### src/hw/rtl/htc_pkg.sv
// Shared constants, register map and controller/datapath bundles for the
// hall throttle with cruise hold block. No dependencies.
package htc_pkg;

    // Sample and fixed-point format of the low-pass filter
    localparam int SAMPLE_BITS   = 12;
    localparam int FRACTION_BITS = 8;
    localparam int SMOOTH_W      = SAMPLE_BITS + FRACTION_BITS;
    localparam int PEAK_W        = SAMPLE_BITS + 1;

    // Field widths
    localparam int CMD_W      = 2;
    localparam int PCT_W      = 7;
    localparam int ALPHA_W    = 9;
    localparam int DB_W       = 10;
    localparam int DEBOUNCE_W = 16;
    localparam int ELAPSED_W  = 8;

    // Filter weight is in 1/256 units
    localparam int ALPHA_SHIFT = 8;
    localparam int ALPHA_HALF  = 1 << (ALPHA_SHIFT - 1);
    localparam logic [ALPHA_W-1:0] ALPHA_ONE = ALPHA_W'(1 << ALPHA_SHIFT);
    localparam int ROUND_HALF  = 1 << (FRACTION_BITS - 1);

    localparam logic [PCT_W-1:0] PCT_FULL = PCT_W'(100);

    // Shared divider: quotient bits and operand widths
    localparam int QUOT_W     = PCT_W;
    localparam int DIV_NUM_W  = SMOOTH_W + PCT_W;
    localparam int DIV_DEN_W  = PEAK_W + FRACTION_BITS;

    // APB register port
    localparam int APB_ADDR_W = 5;
    localparam int APB_DATA_W = 32;

    // Register reset values
    localparam logic [ALPHA_W-1:0]     RST_FILTER_ALPHA    = ALPHA_W'(31);
    localparam logic [SAMPLE_BITS-1:0] RST_MIN_SPAN        = SAMPLE_BITS'(700);
    localparam logic [DB_W-1:0]        RST_NOISE_DEADBAND  = DB_W'(25);
    localparam logic [SAMPLE_BITS-1:0] RST_LEARN_THRESHOLD = SAMPLE_BITS'(80);
    localparam logic [PCT_W-1:0]       RST_INPUT_DB_PCT    = PCT_W'(2);
    localparam logic [PCT_W-1:0]       RST_MOTOR_START_PCT = PCT_W'(15);
    localparam logic [DEBOUNCE_W-1:0]  RST_DEBOUNCE_MS     = DEBOUNCE_W'(60);

    // Item commands
    typedef enum logic [CMD_W-1:0] {
        CMD_TICK      = 2'd0,
        CMD_RECAPTURE = 2'd1,
        CMD_LOAD_REST = 2'd2,
        CMD_NOP       = 2'd3
    } cmd_t;

    // Register indexes (word address)
    typedef enum logic [2:0] {
        REG_FILTER_ALPHA    = 3'd0,
        REG_MIN_SPAN        = 3'd1,
        REG_NOISE_DEADBAND  = 3'd2,
        REG_LEARN_THRESHOLD = 3'd3,
        REG_INPUT_DB_PCT    = 3'd4,
        REG_MOTOR_START_PCT = 3'd5,
        REG_DEBOUNCE_MS     = 3'd6
    } reg_idx_t;

    typedef struct packed {
        logic [ALPHA_W-1:0]     filter_alpha;
        logic [SAMPLE_BITS-1:0] min_span;
        logic [DB_W-1:0]        noise_deadband;
        logic [SAMPLE_BITS-1:0] learn_threshold;
        logic [PCT_W-1:0]       input_deadband_pct;
        logic [PCT_W-1:0]       motor_start_pct;
        logic [DEBOUNCE_W-1:0]  debounce_ms;
    } cfg_t;

    // Controller to datapath commands
    typedef struct packed {
        logic ld_in;
        logic filt;
        logic peak;
        logic start_thr;
        logic set_thr;
        logic start_map;
        logic set_map;
        logic rest_cap;
        logic rest_load;
        logic out_load;
    } dp_cmd_t;

    // Datapath to controller status
    typedef struct packed {
        logic div_done;
        logic map_zero;
    } dp_sts_t;

endpackage

### src/hw/rtl/htc_in_if.sv
// Input channel for sensor beats: valid/ready handshake with item payload.
// Depends on htc_pkg.
interface htc_in_if import htc_pkg::*; ();

    logic                   valid;
    logic                   ready;
    logic [CMD_W-1:0]       command;
    logic [SAMPLE_BITS-1:0] hall_sample;
    logic                   button_level;
    logic [ELAPSED_W-1:0]   elapsed_ms;

    modport source (
        output valid, command, hall_sample, button_level, elapsed_ms,
        input  ready
    );

    modport sink (
        input  valid, command, hall_sample, button_level, elapsed_ms,
        output ready
    );

endinterface

### src/hw/rtl/htc_out_if.sv
// Output channel for result beats: valid/ready handshake with result payload.
// Depends on htc_pkg.
interface htc_out_if import htc_pkg::*; ();

    logic                   valid;
    logic                   ready;
    logic [PCT_W-1:0]       throttle_pct;
    logic [PCT_W-1:0]       drive_pct;
    logic                   cruise_on;
    logic                   peak_learned;
    logic [SAMPLE_BITS-1:0] filtered_level;

    modport source (
        output valid, throttle_pct, drive_pct, cruise_on, peak_learned, filtered_level,
        input  ready
    );

    modport sink (
        input  valid, throttle_pct, drive_pct, cruise_on, peak_learned, filtered_level,
        output ready
    );

endinterface

### src/hw/rtl/htc_cfg_regs.sv
// APB configuration registers of the hall throttle block.
// Depends on htc_pkg.
module htc_cfg_regs
    import htc_pkg::*;
(
    input  logic                  clk,
    input  logic                  rst_n,
    input  logic                  psel,
    input  logic                  penable,
    input  logic                  pwrite,
    input  logic [APB_ADDR_W-1:0] paddr,
    input  logic [APB_DATA_W-1:0] pwdata,
    output logic [APB_DATA_W-1:0] prdata,
    output logic                  pready,
    output cfg_t                  cfg
);

    cfg_t     cfg_reg;
    cfg_t     cfg_next;
    reg_idx_t idx;
    logic     wr_en;

    assign pready = 1'b1;
    assign idx    = reg_idx_t'(paddr[APB_ADDR_W-1:2]);
    assign wr_en  = psel && penable && pwrite;
    assign cfg    = cfg_reg;

    // Register write decode
    always_comb
    begin
        cfg_next = cfg_reg;
        if (wr_en)
        begin
            unique case (idx)
                REG_FILTER_ALPHA:    cfg_next.filter_alpha       = pwdata[ALPHA_W-1:0];
                REG_MIN_SPAN:        cfg_next.min_span           = pwdata[SAMPLE_BITS-1:0];
                REG_NOISE_DEADBAND:  cfg_next.noise_deadband     = pwdata[DB_W-1:0];
                REG_LEARN_THRESHOLD: cfg_next.learn_threshold    = pwdata[SAMPLE_BITS-1:0];
                REG_INPUT_DB_PCT:    cfg_next.input_deadband_pct = pwdata[PCT_W-1:0];
                REG_MOTOR_START_PCT: cfg_next.motor_start_pct    = pwdata[PCT_W-1:0];
                REG_DEBOUNCE_MS:     cfg_next.debounce_ms        = pwdata[DEBOUNCE_W-1:0];
                default:             cfg_next = cfg_reg;
            endcase
        end
    end

    always_ff @(posedge clk or negedge rst_n)
    begin
        if (!rst_n)
        begin
            cfg_reg.filter_alpha       <= RST_FILTER_ALPHA;
            cfg_reg.min_span           <= RST_MIN_SPAN;
            cfg_reg.noise_deadband     <= RST_NOISE_DEADBAND;
            cfg_reg.learn_threshold    <= RST_LEARN_THRESHOLD;
            cfg_reg.input_deadband_pct <= RST_INPUT_DB_PCT;
            cfg_reg.motor_start_pct    <= RST_MOTOR_START_PCT;
            cfg_reg.debounce_ms        <= RST_DEBOUNCE_MS;
        end
        else
        begin
            cfg_reg <= cfg_next;
        end
    end

    // Read-back mux
    always_comb
    begin
        unique case (idx)
            REG_FILTER_ALPHA:    prdata = APB_DATA_W'(cfg_reg.filter_alpha);
            REG_MIN_SPAN:        prdata = APB_DATA_W'(cfg_reg.min_span);
            REG_NOISE_DEADBAND:  prdata = APB_DATA_W'(cfg_reg.noise_deadband);
            REG_LEARN_THRESHOLD: prdata = APB_DATA_W'(cfg_reg.learn_threshold);
            REG_INPUT_DB_PCT:    prdata = APB_DATA_W'(cfg_reg.input_deadband_pct);
            REG_MOTOR_START_PCT: prdata = APB_DATA_W'(cfg_reg.motor_start_pct);
            REG_DEBOUNCE_MS:     prdata = APB_DATA_W'(cfg_reg.debounce_ms);
            default:             prdata = '0;
        endcase
    end

endmodule

### src/hw/rtl/htc_div.sv
// Restoring divider, one quotient bit per cycle, with an overflow flag for
// quotients too large for the result width. Depends on htc_pkg.
module htc_div
    import htc_pkg::*;
(
    input  logic                 clk,
    input  logic                 rst_n,
    input  logic                 start,
    input  logic [DIV_NUM_W-1:0] num,
    input  logic [DIV_DEN_W-1:0] den,
    output logic                 done,
    output logic [QUOT_W-1:0]    quot,
    output logic                 sat
);

    localparam int TRIAL_W = DIV_DEN_W + QUOT_W - 1;
    localparam int REM_W   = (TRIAL_W > DIV_NUM_W) ? TRIAL_W : DIV_NUM_W;
    localparam int STEP_W  = $clog2(QUOT_W);
    localparam int WIDE_W  = DIV_DEN_W + QUOT_W;

    logic              busy_reg;
    logic              done_reg;
    logic [STEP_W-1:0] step_reg;
    logic [REM_W-1:0]  rem_reg;
    logic [REM_W-1:0]  trial_reg;
    logic [QUOT_W-1:0] quot_reg;
    logic              sat_reg;
    logic              fits;

    assign done = done_reg;
    assign quot = quot_reg;
    assign sat  = sat_reg;
    assign fits = rem_reg >= trial_reg;

    // Step sequencing
    always_ff @(posedge clk or negedge rst_n)
    begin
        if (!rst_n)
        begin
            busy_reg <= 1'b0;
            done_reg <= 1'b0;
            step_reg <= '0;
        end
        else if (start)
        begin
            busy_reg <= 1'b1;
            done_reg <= 1'b0;
            step_reg <= STEP_W'(QUOT_W - 1);
        end
        else if (busy_reg)
        begin
            step_reg <= step_reg - 1'b1;
            if (step_reg == '0)
            begin
                busy_reg <= 1'b0;
                done_reg <= 1'b1;
            end
        end
        else
        begin
            done_reg <= 1'b0;
        end
    end

    // Remainder, shifted divisor and quotient
    always_ff @(posedge clk)
    begin
        if (start)
        begin
            rem_reg   <= REM_W'(num);
            trial_reg <= REM_W'({den, {(QUOT_W - 1){1'b0}}});
            quot_reg  <= '0;
            sat_reg   <= WIDE_W'(num) >= {den, {QUOT_W{1'b0}}};
        end
        else if (busy_reg)
        begin
            if (fits)
            begin
                rem_reg <= rem_reg - trial_reg;
            end
            quot_reg  <= {quot_reg[QUOT_W-2:0], fits};
            trial_reg <= trial_reg >> 1;
        end
    end

endmodule

### src/hw/rtl/htc_datapath.sv
// Datapath: filter, peak learning, throttle scaling, command map, button
// debounce, cruise hold and result register. Depends on htc_pkg and htc_div.
module htc_datapath
    import htc_pkg::*;
(
    input  logic                   clk,
    input  logic                   rst_n,
    input  cfg_t                   cfg,
    input  dp_cmd_t                cmd,
    output dp_sts_t                sts,
    input  logic [SAMPLE_BITS-1:0] hall_sample,
    input  logic                   button_level,
    input  logic [ELAPSED_W-1:0]   elapsed_ms,
    output logic [PCT_W-1:0]       throttle_pct,
    output logic [PCT_W-1:0]       drive_pct,
    output logic                   cruise_on,
    output logic                   peak_learned,
    output logic [SAMPLE_BITS-1:0] filtered_level
);

    localparam int FLT_W    = SMOOTH_W + ALPHA_W + 2;
    localparam int FX_W     = PEAK_W + FRACTION_BITS;
    localparam int MAP_W    = 2 * PCT_W;

    // Latched input beat
    logic [SAMPLE_BITS-1:0] sample_reg;
    logic                   level_reg;
    logic [ELAPSED_W-1:0]   elapsed_reg;

    // Block state
    logic [SMOOTH_W-1:0]    smooth_reg;
    logic [SAMPLE_BITS-1:0] rest_reg;
    logic [PEAK_W-1:0]      peak_reg;
    logic                   peak_valid_reg;
    logic                   raw_btn_reg;
    logic                   steady_btn_reg;
    logic [DEBOUNCE_W-1:0]  quiet_reg;
    logic                   cruise_reg;
    logic                   toggle_on_reg;
    logic [PCT_W-1:0]       held_reg;
    logic [PCT_W-1:0]       throttle_reg;
    logic [PCT_W-1:0]       drive_reg;

    // Intermediate results of one tick
    logic [DIV_NUM_W-1:0]   num_reg;
    logic                   above_reg;

    // Result register
    logic [PCT_W-1:0]       out_thr_reg;
    logic [PCT_W-1:0]       out_drv_reg;
    logic                   out_cruise_reg;
    logic                   out_peak_reg;
    logic [SAMPLE_BITS-1:0] out_level_reg;

    logic [ALPHA_W-1:0]       alpha_eff;
    logic signed [SMOOTH_W:0] flt_diff;
    logic signed [FLT_W-1:0]  flt_prod;
    logic signed [FLT_W-1:0]  flt_round;
    logic signed [FLT_W-1:0]  flt_step;
    logic [SMOOTH_W:0]        rnd_sum;
    logic [SAMPLE_BITS-1:0]   rounded;
    logic [PEAK_W-1:0]        lt_sum;
    logic [PEAK_W-1:0]        fl_sum;
    logic [FX_W-1:0]          learn_fx;
    logic [FX_W-1:0]          peak_fx;
    logic [FX_W-1:0]          floor_fx;
    logic                     learn_hit;
    logic                     above;
    logic [SMOOTH_W-1:0]      num_diff;
    logic [DIV_NUM_W-1:0]     num_prod;
    logic [PEAK_W-1:0]        eff_span;
    logic [PEAK_W-1:0]        peak_diff;
    logic [PEAK_W-1:0]        span;
    logic [DEBOUNCE_W:0]      quiet_sum;
    logic                     press_accept;
    logic [PCT_W-1:0]         start_eff;
    logic [MAP_W-1:0]         map_prod;
    logic [PCT_W-1:0]         mapped;
    logic [PCT_W-1:0]         thr_value;
    logic [SAMPLE_BITS-1:0]   rest_new;
    logic [DIV_NUM_W-1:0]     div_num;
    logic [DIV_DEN_W-1:0]     div_den;
    logic                     div_done;
    logic [QUOT_W-1:0]        div_quot;
    logic                     div_sat;

    // Low-pass filter step: s + round((x - s) * alpha / 256)
    always_comb
    begin
        if (cfg.filter_alpha == '0)
            alpha_eff = ALPHA_W'(1);
        else if (cfg.filter_alpha > ALPHA_ONE)
            alpha_eff = ALPHA_ONE;
        else
            alpha_eff = cfg.filter_alpha;
        flt_diff  = $signed({1'b0, sample_reg, {FRACTION_BITS{1'b0}}})
                  - $signed({1'b0, smooth_reg});
        flt_prod  = flt_diff * $signed({1'b0, alpha_eff});
        flt_round = flt_prod + $signed(FLT_W'(ALPHA_HALF));
        flt_step  = flt_round >>> ALPHA_SHIFT;
    end

    // Filter value rounded to an integer
    assign rnd_sum = {1'b0, smooth_reg} + (SMOOTH_W + 1)'(ROUND_HALF);
    assign rounded = rnd_sum[SMOOTH_W-1:FRACTION_BITS];

    // Peak learning and travel above the noise floor
    assign lt_sum    = {1'b0, rest_reg} + {1'b0, cfg.learn_threshold};
    assign fl_sum    = {1'b0, rest_reg} + PEAK_W'(cfg.noise_deadband);
    assign learn_fx  = {lt_sum, {FRACTION_BITS{1'b0}}};
    assign peak_fx   = {peak_reg, {FRACTION_BITS{1'b0}}};
    assign floor_fx  = {fl_sum, {FRACTION_BITS{1'b0}}};
    assign learn_hit = (FX_W'(smooth_reg) > learn_fx) && (FX_W'(smooth_reg) > peak_fx);
    assign above     = FX_W'(smooth_reg) > floor_fx;
    assign num_diff  = smooth_reg - floor_fx[SMOOTH_W-1:0];
    assign num_prod  = DIV_NUM_W'(num_diff) * DIV_NUM_W'(PCT_FULL);

    // Full-scale span: the larger of the minimum span and the learned travel
    always_comb
    begin
        eff_span  = (cfg.min_span == '0) ? PEAK_W'(1) : {1'b0, cfg.min_span};
        peak_diff = peak_reg - {1'b0, rest_reg};
        if ((peak_reg > {1'b0, rest_reg}) && (peak_diff > eff_span))
            span = peak_diff;
        else
            span = eff_span;
    end

    // Throttle percent: zero at or below the noise floor, else clamped at full scale
    always_comb
    begin
        if (!above_reg)
            thr_value = '0;
        else if (div_sat || (div_quot > PCT_FULL))
            thr_value = PCT_FULL;
        else
            thr_value = div_quot;
    end

    // Button debounce
    assign quiet_sum    = {1'b0, quiet_reg} + (DEBOUNCE_W + 1)'(elapsed_reg);
    assign press_accept = (quiet_reg >= cfg.debounce_ms) && (level_reg != steady_btn_reg);

    // Command map: start + (t - db) * (100 - start) / (100 - db)
    assign start_eff    = (cfg.motor_start_pct > PCT_FULL) ? PCT_FULL : cfg.motor_start_pct;
    assign sts.map_zero = (cfg.input_deadband_pct >= PCT_FULL)
                       || (throttle_reg <= cfg.input_deadband_pct);
    assign map_prod     = MAP_W'(throttle_reg - cfg.input_deadband_pct)
                        * MAP_W'(PCT_FULL - start_eff);
    assign mapped       = sts.map_zero ? '0 : (start_eff + div_quot);

    // Shared divider operands
    always_comb
    begin
        if (cmd.start_map)
        begin
            div_num = DIV_NUM_W'(map_prod);
            div_den = DIV_DEN_W'(PCT_FULL - cfg.input_deadband_pct);
        end
        else
        begin
            div_num = num_reg;
            div_den = {span, {FRACTION_BITS{1'b0}}};
        end
    end

    htc_div u_div (
        .clk   (clk),
        .rst_n (rst_n),
        .start (cmd.start_thr || cmd.start_map),
        .num   (div_num),
        .den   (div_den),
        .done  (div_done),
        .quot  (div_quot),
        .sat   (div_sat)
    );

    assign sts.div_done = div_done;

    // New rest level for the two rest commands
    assign rest_new = cmd.rest_cap ? rounded : sample_reg;

    // Block state update
    always_ff @(posedge clk or negedge rst_n)
    begin
        if (!rst_n)
        begin
            smooth_reg     <= '0;
            rest_reg       <= '0;
            peak_reg       <= '0;
            peak_valid_reg <= 1'b0;
            raw_btn_reg    <= 1'b0;
            steady_btn_reg <= 1'b0;
            quiet_reg      <= '0;
            cruise_reg     <= 1'b0;
            toggle_on_reg  <= 1'b0;
            held_reg       <= '0;
            throttle_reg   <= '0;
            drive_reg      <= '0;
        end
        else
        begin
            if (cmd.filt)
            begin
                smooth_reg <= smooth_reg + flt_step[SMOOTH_W-1:0];
                if (level_reg != raw_btn_reg)
                begin
                    raw_btn_reg <= level_reg;
                    quiet_reg   <= '0;
                end
                else if (quiet_sum[DEBOUNCE_W])
                begin
                    quiet_reg <= '1;
                end
                else
                begin
                    quiet_reg <= quiet_sum[DEBOUNCE_W-1:0];
                end
            end
            if (cmd.peak && learn_hit)
            begin
                peak_reg       <= {1'b0, rounded};
                peak_valid_reg <= 1'b1;
            end
            if (cmd.set_thr)
            begin
                throttle_reg  <= thr_value;
                toggle_on_reg <= press_accept && level_reg && !cruise_reg;
                if (press_accept)
                begin
                    steady_btn_reg <= level_reg;
                    if (level_reg)
                        cruise_reg <= !cruise_reg;
                end
            end
            if (cmd.set_map)
            begin
                if (toggle_on_reg)
                    held_reg <= mapped;
                if (!cruise_reg)
                    drive_reg <= mapped;
                else if (toggle_on_reg)
                    drive_reg <= mapped;
                else
                    drive_reg <= held_reg;
            end
            if (cmd.rest_cap || cmd.rest_load)
            begin
                rest_reg       <= rest_new;
                peak_reg       <= {1'b0, rest_new} + eff_span;
                peak_valid_reg <= 1'b0;
                if (cmd.rest_load)
                    smooth_reg <= {sample_reg, {FRACTION_BITS{1'b0}}};
            end
        end
    end

    // Input latch, scaled travel and result register
    always_ff @(posedge clk)
    begin
        if (cmd.ld_in)
        begin
            sample_reg  <= hall_sample;
            level_reg   <= button_level;
            elapsed_reg <= elapsed_ms;
        end
        if (cmd.peak)
        begin
            above_reg <= above;
            num_reg   <= num_prod;
        end
        if (cmd.out_load)
        begin
            out_thr_reg    <= throttle_reg;
            out_drv_reg    <= drive_reg;
            out_cruise_reg <= cruise_reg;
            out_peak_reg   <= peak_valid_reg;
            out_level_reg  <= rounded;
        end
    end

    assign throttle_pct   = out_thr_reg;
    assign drive_pct      = out_drv_reg;
    assign cruise_on      = out_cruise_reg;
    assign peak_learned   = out_peak_reg;
    assign filtered_level = out_level_reg;

endmodule

### src/hw/rtl/htc_ctrl.sv
// Controller state machine: sequences the datapath through one item and
// owns the input and output handshakes. Depends on htc_pkg.
module htc_ctrl
    import htc_pkg::*;
(
    input  logic             clk,
    input  logic             rst_n,
    input  logic             in_valid,
    input  logic [CMD_W-1:0] in_command,
    output logic             in_ready,
    input  logic             out_ready,
    output logic             out_valid,
    input  dp_sts_t          sts,
    output dp_cmd_t          cmd
);

    typedef enum logic [3:0] {
        ST_IDLE,
        ST_FILT,
        ST_PEAK,
        ST_TSTART,
        ST_TDIV,
        ST_TSET,
        ST_MSTART,
        ST_MDIV,
        ST_MSET,
        ST_RCAP,
        ST_RLOAD,
        ST_EMIT
    } state_t;

    state_t state_reg;
    state_t state_next;
    logic   out_valid_reg;
    logic   out_valid_next;

    assign in_ready  = (state_reg == ST_IDLE);
    assign out_valid = out_valid_reg;

    // Next state, datapath commands and output valid
    always_comb
    begin
        state_next     = state_reg;
        out_valid_next = out_valid_reg;
        cmd            = '0;
        if (out_valid_reg && out_ready)
            out_valid_next = 1'b0;
        unique case (state_reg)
            ST_IDLE:
            begin
                if (in_valid)
                begin
                    cmd.ld_in = 1'b1;
                    unique case (cmd_t'(in_command))
                        CMD_TICK:      state_next = ST_FILT;
                        CMD_RECAPTURE: state_next = ST_RCAP;
                        CMD_LOAD_REST: state_next = ST_RLOAD;
                        CMD_NOP:       state_next = ST_EMIT;
                    endcase
                end
            end
            ST_FILT:
            begin
                cmd.filt   = 1'b1;
                state_next = ST_PEAK;
            end
            ST_PEAK:
            begin
                cmd.peak   = 1'b1;
                state_next = ST_TSTART;
            end
            ST_TSTART:
            begin
                cmd.start_thr = 1'b1;
                state_next    = ST_TDIV;
            end
            ST_TDIV:
            begin
                if (sts.div_done)
                    state_next = ST_TSET;
            end
            ST_TSET:
            begin
                cmd.set_thr = 1'b1;
                state_next  = ST_MSTART;
            end
            ST_MSTART:
            begin
                if (sts.map_zero)
                begin
                    state_next = ST_MSET;
                end
                else
                begin
                    cmd.start_map = 1'b1;
                    state_next    = ST_MDIV;
                end
            end
            ST_MDIV:
            begin
                if (sts.div_done)
                    state_next = ST_MSET;
            end
            ST_MSET:
            begin
                cmd.set_map = 1'b1;
                state_next  = ST_EMIT;
            end
            ST_RCAP:
            begin
                cmd.rest_cap = 1'b1;
                state_next   = ST_EMIT;
            end
            ST_RLOAD:
            begin
                cmd.rest_load = 1'b1;
                state_next    = ST_EMIT;
            end
            ST_EMIT:
            begin
                // Load the result once the output register is free
                if (!out_valid_reg || out_ready)
                begin
                    cmd.out_load   = 1'b1;
                    out_valid_next = 1'b1;
                    state_next     = ST_IDLE;
                end
            end
            default:
            begin
                state_next = ST_IDLE;
            end
        endcase
    end

    always_ff @(posedge clk or negedge rst_n)
    begin
        if (!rst_n)
        begin
            state_reg     <= ST_IDLE;
            out_valid_reg <= 1'b0;
        end
        else
        begin
            state_reg     <= state_next;
            out_valid_reg <= out_valid_next;
        end
    end

endmodule

### src/hw/rtl/hall_throttle_with_cruise_hold_top.sv
// Hall throttle with cruise hold. A sensor tick is accepted in the idle cycle and its
// result beat is loaded once the output register is free; a new item is taken the
// cycle after the result is registered. A tick runs two divisions in turn on the shared
// one-bit-per-cycle divider, the second skipped when the command map gives zero. Rest
// and spare items skip both. The result register lets the next item in while a result
// waits. rst_n clears control, config and block state asynchronously; no memories.
module hall_throttle_with_cruise_hold_top
    import htc_pkg::*;
(
    input  logic                  clk,
    input  logic                  rst_n,
    htc_in_if.sink                sensor,
    htc_out_if.source             report,
    input  logic                  psel,
    input  logic                  penable,
    input  logic                  pwrite,
    input  logic [APB_ADDR_W-1:0] paddr,
    input  logic [APB_DATA_W-1:0] pwdata,
    output logic [APB_DATA_W-1:0] prdata,
    output logic                  pready
);

    cfg_t    cfg;
    dp_cmd_t dp_cmd;
    dp_sts_t dp_sts;

    // Configuration registers
    htc_cfg_regs u_cfg (
        .clk     (clk),
        .rst_n   (rst_n),
        .psel    (psel),
        .penable (penable),
        .pwrite  (pwrite),
        .paddr   (paddr),
        .pwdata  (pwdata),
        .prdata  (prdata),
        .pready  (pready),
        .cfg     (cfg)
    );

    // Sequencing and handshakes
    htc_ctrl u_ctrl (
        .clk        (clk),
        .rst_n      (rst_n),
        .in_valid   (sensor.valid),
        .in_command (sensor.command),
        .in_ready   (sensor.ready),
        .out_ready  (report.ready),
        .out_valid  (report.valid),
        .sts        (dp_sts),
        .cmd        (dp_cmd)
    );

    // Arithmetic and block state
    htc_datapath u_dp (
        .clk            (clk),
        .rst_n          (rst_n),
        .cfg            (cfg),
        .cmd            (dp_cmd),
        .sts            (dp_sts),
        .hall_sample    (sensor.hall_sample),
        .button_level   (sensor.button_level),
        .elapsed_ms     (sensor.elapsed_ms),
        .throttle_pct   (report.throttle_pct),
        .drive_pct      (report.drive_pct),
        .cruise_on      (report.cruise_on),
        .peak_learned   (report.peak_learned),
        .filtered_level (report.filtered_level)
    );

endmodule
### src/flat_wrapper.sv
// flat-port wrapper written by rule: the top's interface ports become plain ports
module hall_throttle_with_cruise_hold_top_flat import htc_pkg::*;
  (clk, rst_n, psel, penable, pwrite, paddr, pwdata, prdata, pready, sensor_valid, sensor_command, sensor_hall_sample, sensor_button_level, sensor_elapsed_ms, sensor_ready, report_valid, report_throttle_pct, report_drive_pct, report_cruise_on, report_peak_learned, report_filtered_level, report_ready);
  htc_in_if sensor_i ();
  htc_out_if report_i ();
  input  logic clk;
  input  logic rst_n;
  input  logic psel;
  input  logic penable;
  input  logic pwrite;
  input  logic [APB_ADDR_W-1:0] paddr;
  input  logic [APB_DATA_W-1:0] pwdata;
  output logic [APB_DATA_W-1:0] prdata;
  output logic pready;
  input wire logic [$bits(sensor_i.valid)-1:0] sensor_valid;
  input wire logic [$bits(sensor_i.command)-1:0] sensor_command;
  input wire logic [$bits(sensor_i.hall_sample)-1:0] sensor_hall_sample;
  input wire logic [$bits(sensor_i.button_level)-1:0] sensor_button_level;
  input wire logic [$bits(sensor_i.elapsed_ms)-1:0] sensor_elapsed_ms;
  output wire logic [$bits(sensor_i.ready)-1:0] sensor_ready;
  output wire logic [$bits(report_i.valid)-1:0] report_valid;
  output wire logic [$bits(report_i.throttle_pct)-1:0] report_throttle_pct;
  output wire logic [$bits(report_i.drive_pct)-1:0] report_drive_pct;
  output wire logic [$bits(report_i.cruise_on)-1:0] report_cruise_on;
  output wire logic [$bits(report_i.peak_learned)-1:0] report_peak_learned;
  output wire logic [$bits(report_i.filtered_level)-1:0] report_filtered_level;
  input wire logic [$bits(report_i.ready)-1:0] report_ready;
  assign sensor_i.valid = sensor_valid;
  assign sensor_i.command = sensor_command;
  assign sensor_i.hall_sample = sensor_hall_sample;
  assign sensor_i.button_level = sensor_button_level;
  assign sensor_i.elapsed_ms = sensor_elapsed_ms;
  assign sensor_ready = sensor_i.ready;
  assign report_valid = report_i.valid;
  assign report_throttle_pct = report_i.throttle_pct;
  assign report_drive_pct = report_i.drive_pct;
  assign report_cruise_on = report_i.cruise_on;
  assign report_peak_learned = report_i.peak_learned;
  assign report_filtered_level = report_i.filtered_level;
  assign report_i.ready = report_ready;
  hall_throttle_with_cruise_hold_top u_core (.clk(clk), .rst_n(rst_n), .sensor(sensor_i), .report(report_i), .psel(psel), .penable(penable), .pwrite(pwrite), .paddr(paddr), .pwdata(pwdata), .prdata(prdata), .pready(pready));
endmodule
### config.mk
export PLATFORM = sky130hd
export DESIGN_NAME = hall_throttle_with_cruise_hold_top_flat
export DESIGN_NICKNAME = d
export VERILOG_FILES = /design/src/hw/rtl/htc_pkg.sv /design/src/hw/rtl/htc_in_if.sv /design/src/hw/rtl/htc_out_if.sv /design/src/hw/rtl/htc_cfg_regs.sv /design/src/hw/rtl/htc_div.sv /design/src/hw/rtl/htc_datapath.sv /design/src/hw/rtl/htc_ctrl.sv /design/src/hw/rtl/hall_throttle_with_cruise_hold_top.sv /design/src/flat_wrapper.sv
export SDC_FILE = /design/constraint.sdc
export NUM_CORES = 2
export LEC_CHECK = 0
export ABC_CLOCK_PERIOD_IN_PS = 15600
export BUFFER_PORTS_ARGS = -buffer_cell sky130_fd_sc_hd__buf_2
export CAP_MARGIN = 20
export CORE_UTILIZATION = 50
export CTS_BUF_LIST = sky130_fd_sc_hd__clkbuf_8 sky130_fd_sc_hd__clkbuf_16
export DETAILED_ROUTE_END_ITERATION = 16
export MAX_ROUTING_LAYER = met4
export PLACE_DENSITY = 0.76
export SLEW_MARGIN = 25
export SYNTH_ARGS = -nofsm -noshare
export SYNTH_HDL_FRONTEND = slang
export SYNTH_HIERARCHICAL = 1
export SYNTH_SLANG_ARGS = --single-unit
### constraint.sdc
create_clock -name clk -period 15.6 [get_ports clk]
set_input_delay 0.78 -clock clk [delete_from_list [all_inputs] [get_ports clk]]
set_output_delay 0.78 -clock clk [all_outputs]
set_load 0.05 [all_outputs]
==> impl_metrics.tcl <==
set metrics [dict create \
    largest_register_ffs 73 \
    worst_path_largest_cell_delay_ns 0.58 \
    cts_setup_buffers 0 \
    gr-total-overflow 0 \
    place_area_mm2 0.0335 \
    ctsHoldBuffers 0 \
    cp_slowest_cell "o311ai_0" \
    clk_latency_ns 0.58 \
    syn_area_per_cell_um2 9.38 \
    gp_congestion 0.983 \
    grt_pass1_vias 24725 \
    portBuffers 94 \
    wire_per_inst_um 18.6 \
    grtUsageMet1_pct 33.0 \
    cts_root_buf "clkbuf_16" \
    dr.pass1.iters 5 \
    synthesis.instances 3448 \
    status "finished clean" \
    clockBufferDepth 3 \
    grt_pass1_wl_um 130000 \
    cts_tree "built" \
    post-route-min-period_ns 10.18 \
    grt_max_degree 111 \
    ys.flop_type "dfrtp_1" \
    die_area_mm2 0.0657 \
    grtUsageMet2_pct 42.0 \
    relSlewSlack_pct 26.9 \
    arrival_ns 10.66 \
    start_util_pct 50.9 \
    fp.dieW_um 256 \
    cts_made_buffers 35 \
    num_vias 24876 \
    area_growth_pct 7.30 \
    synth.ff_latch_count 307 \
    cts_resized 0 \
    skew_ns 0.0281 \
    start_kind "register" \
    rsz0062_at_grt "no" \
    core_mm2 0.0635 \
    antenna_left 0 \
    post-route-util_pct 54.6 \
    cts-htree-levels 2 \
    drive_gt1_share_pct 10.6 \
    wirelength_um 81300 \
    route.detailed.drc 0 \
    clk_pin_slew_ns 0.06 \
    crit_top_cell "fa_1" \
    fin_nets 4175 \
    path_max_fanout 7 \
    finalHoldViolCount 0 \
    crit_required_ns 16.08 \
    rows 92 \
    stdcell_area_mm2 0.0347 \
    endpoint_kind "register" \
    synth-async-reset-ratio_pct 55.4 \
    cts.sinks 307 \
    synthDistinctLibCells 112 \
    drv_cap 0 \
    n_antenna_cell 0 \
    critical_path_class "reg2reg" \
    antenna_found_initial 2 \
    avgViaCountPerCell 5.69 \
    yosysWarnings 6 \
    synth_edf_count 124 \
    yosysSeqAreaShare_pct 25.6 \
    dp_hpwl_um 64100 \
    setup_tns_ns 0 \
    gr-usage-met3_pct 2.90 \
    hold_class "in2async" \
    grt_usage_pct 25.5 \
    io-pin-count 130 \
    initialDrtViolationCount 2109 \
    grt_most_used_layer "met2" \
    synth_area_mm2 0.0323 \
    setup_viol 0 \
    finalCritPeriodShare_pct 65.2 \
    die_h_um 256 \
    slew_violations 0 \
    fmax_mhz 98.2 \
    worst-slew-pin-transition_ns 1.09 \
]
## cell families after synthesis
logic type / after synthesis / share of synthesized area [%]
simple gates: 871 / 13.0
flops: 307 / 25.6
xor+xnor: 195 / 5.32
other cells: 4 / 0.0464
mux: 185 / 6.25
buf+inv: 613 / 7.70
compound gates: 662 / 13.5
fa+ha+maj: 611 / 28.7
## worst max-delay path, delay by kind of cell, from the launching register on
family                     cells  cell delay [ns]
adders and majority gates      8             3.51
DFF                            1             0.46
buffers and inverters          4             0.32
xor gates and xnor gates       4             1.18
and+or+nand+nor               10             2.10
AOI/OAI and AO/OA             11             2.50
## per-layer routing
metal	vias to the layer above	share of wire (%)
met4	0	2.6
met5	-	0
met2	733	48
met1	12260	44
li1	11745	-
met3	138	5.4
## per-stage QoR
stage                     instances  worst slack, ns  hold slack, ns
final                          4369             5.42           0.297
after global routing           4369             4.90           0.358
after CTS                      4369             5.46           0.355
after detailed placement       4306             5.50           0.438
after global placement         4306             5.66           0.432
after floorplan                3468             6.92           0.425
## synth_stat cells (30+ instances only)
master      n  share of area [%]
a21oi_1   181                2.8
fa_1      218                 13
xnor2_1   143                3.9
o21bai_1   32               0.74
o21a_1     40               0.93
ha_1      393                 15
nand2_1   294                3.4
xor2_1     51                1.4
nand2b_1   32               0.62
dfrtp_1   145                 11
inv_1     483                5.6
mux2i_1    77                2.4
nor2_1    223                2.6
and2_1     53                1.0
edfxtp_1  124                 12
clkbuf_1   71               0.82
nand4_1    30               0.58
o31ai_1    33               0.77
mux2_2     98                3.4
nor3_1     51               0.79
nor2b_1    73                1.4
a21o_1     76                1.8
o21ai_0   137                2.1
## path summary, 6_finish.rpt
path,from,to,slack [ns],depth (start not counted)
worst max-delay path,u_core/u_dp/smooth_reg[1]$_DFF_PN0_,u_core/u_dp/smooth_reg[19]$_DFF_PN0_,5.42,37
worst min-delay path,rst_n,u_core/u_dp/quiet_reg[11]$_DFFE_PN0P_,0.30,1
worst max register to register,u_core/u_dp/smooth_reg[1]$_DFF_PN0_,u_core/u_dp/smooth_reg[19]$_DFF_PN0_,5.42,37
worst min register to register,u_core/u_dp/peak_valid_reg$_DFFE_PN0P_,u_core/u_dp/peak_learned$_DFFE_PP_,0.45,0
max in group asynchronous,rst_n,u_core/u_dp/smooth_reg[1]$_DFF_PN0_,13.89,2
min in group clk,sensor_elapsed_ms[2],u_core/u_dp/elapsed_reg[2]$_DFFE_PP_,0.37,1
## area by class of cell
class	instances	area, µm²
Clock buffer	40	978
Clock inverter	23	210
Fill cell	5645	28800
Inverter	485	1820
Multi-Input combinational cell	2548	21700
Sequential cell	307	8270
Tap cell	846	1060
Timing Repair Buffer	120	674
## layout by cell type (no fill, tap or decap), types with 24 or more instances in the layout
cell       synthesis  routed
ha_1             393     393
nand4_1           30      30
conb_1             4      24
mux2i_1           77      77
clkbuf_16          0      38
o21a_1            40      40
nor2b_1           73      73
nand3_1           25      25
fa_1             218     218
and2_1            53      53
xnor2_1          143     143
edfxtp_1         124     124
a21o_1            76      76
dfrtp_1          145     145
nand2b_1          32      32
o21ai_0          137     137
xor2_1            51      51
nand2_1          294     294
nor2_1           223     220
o31ai_1           33      33
mux2_2            98      98
buf_4             23      26
a21oi_1          181     181
nor3_1            51      47
buf_2             18      93
inv_1            483     486
o21bai_1          32      32
dfstp_2           25      25
Power is not shown: default switching activity piles up to over one toggle a cycle in this logic, so the estimate is an artifact.
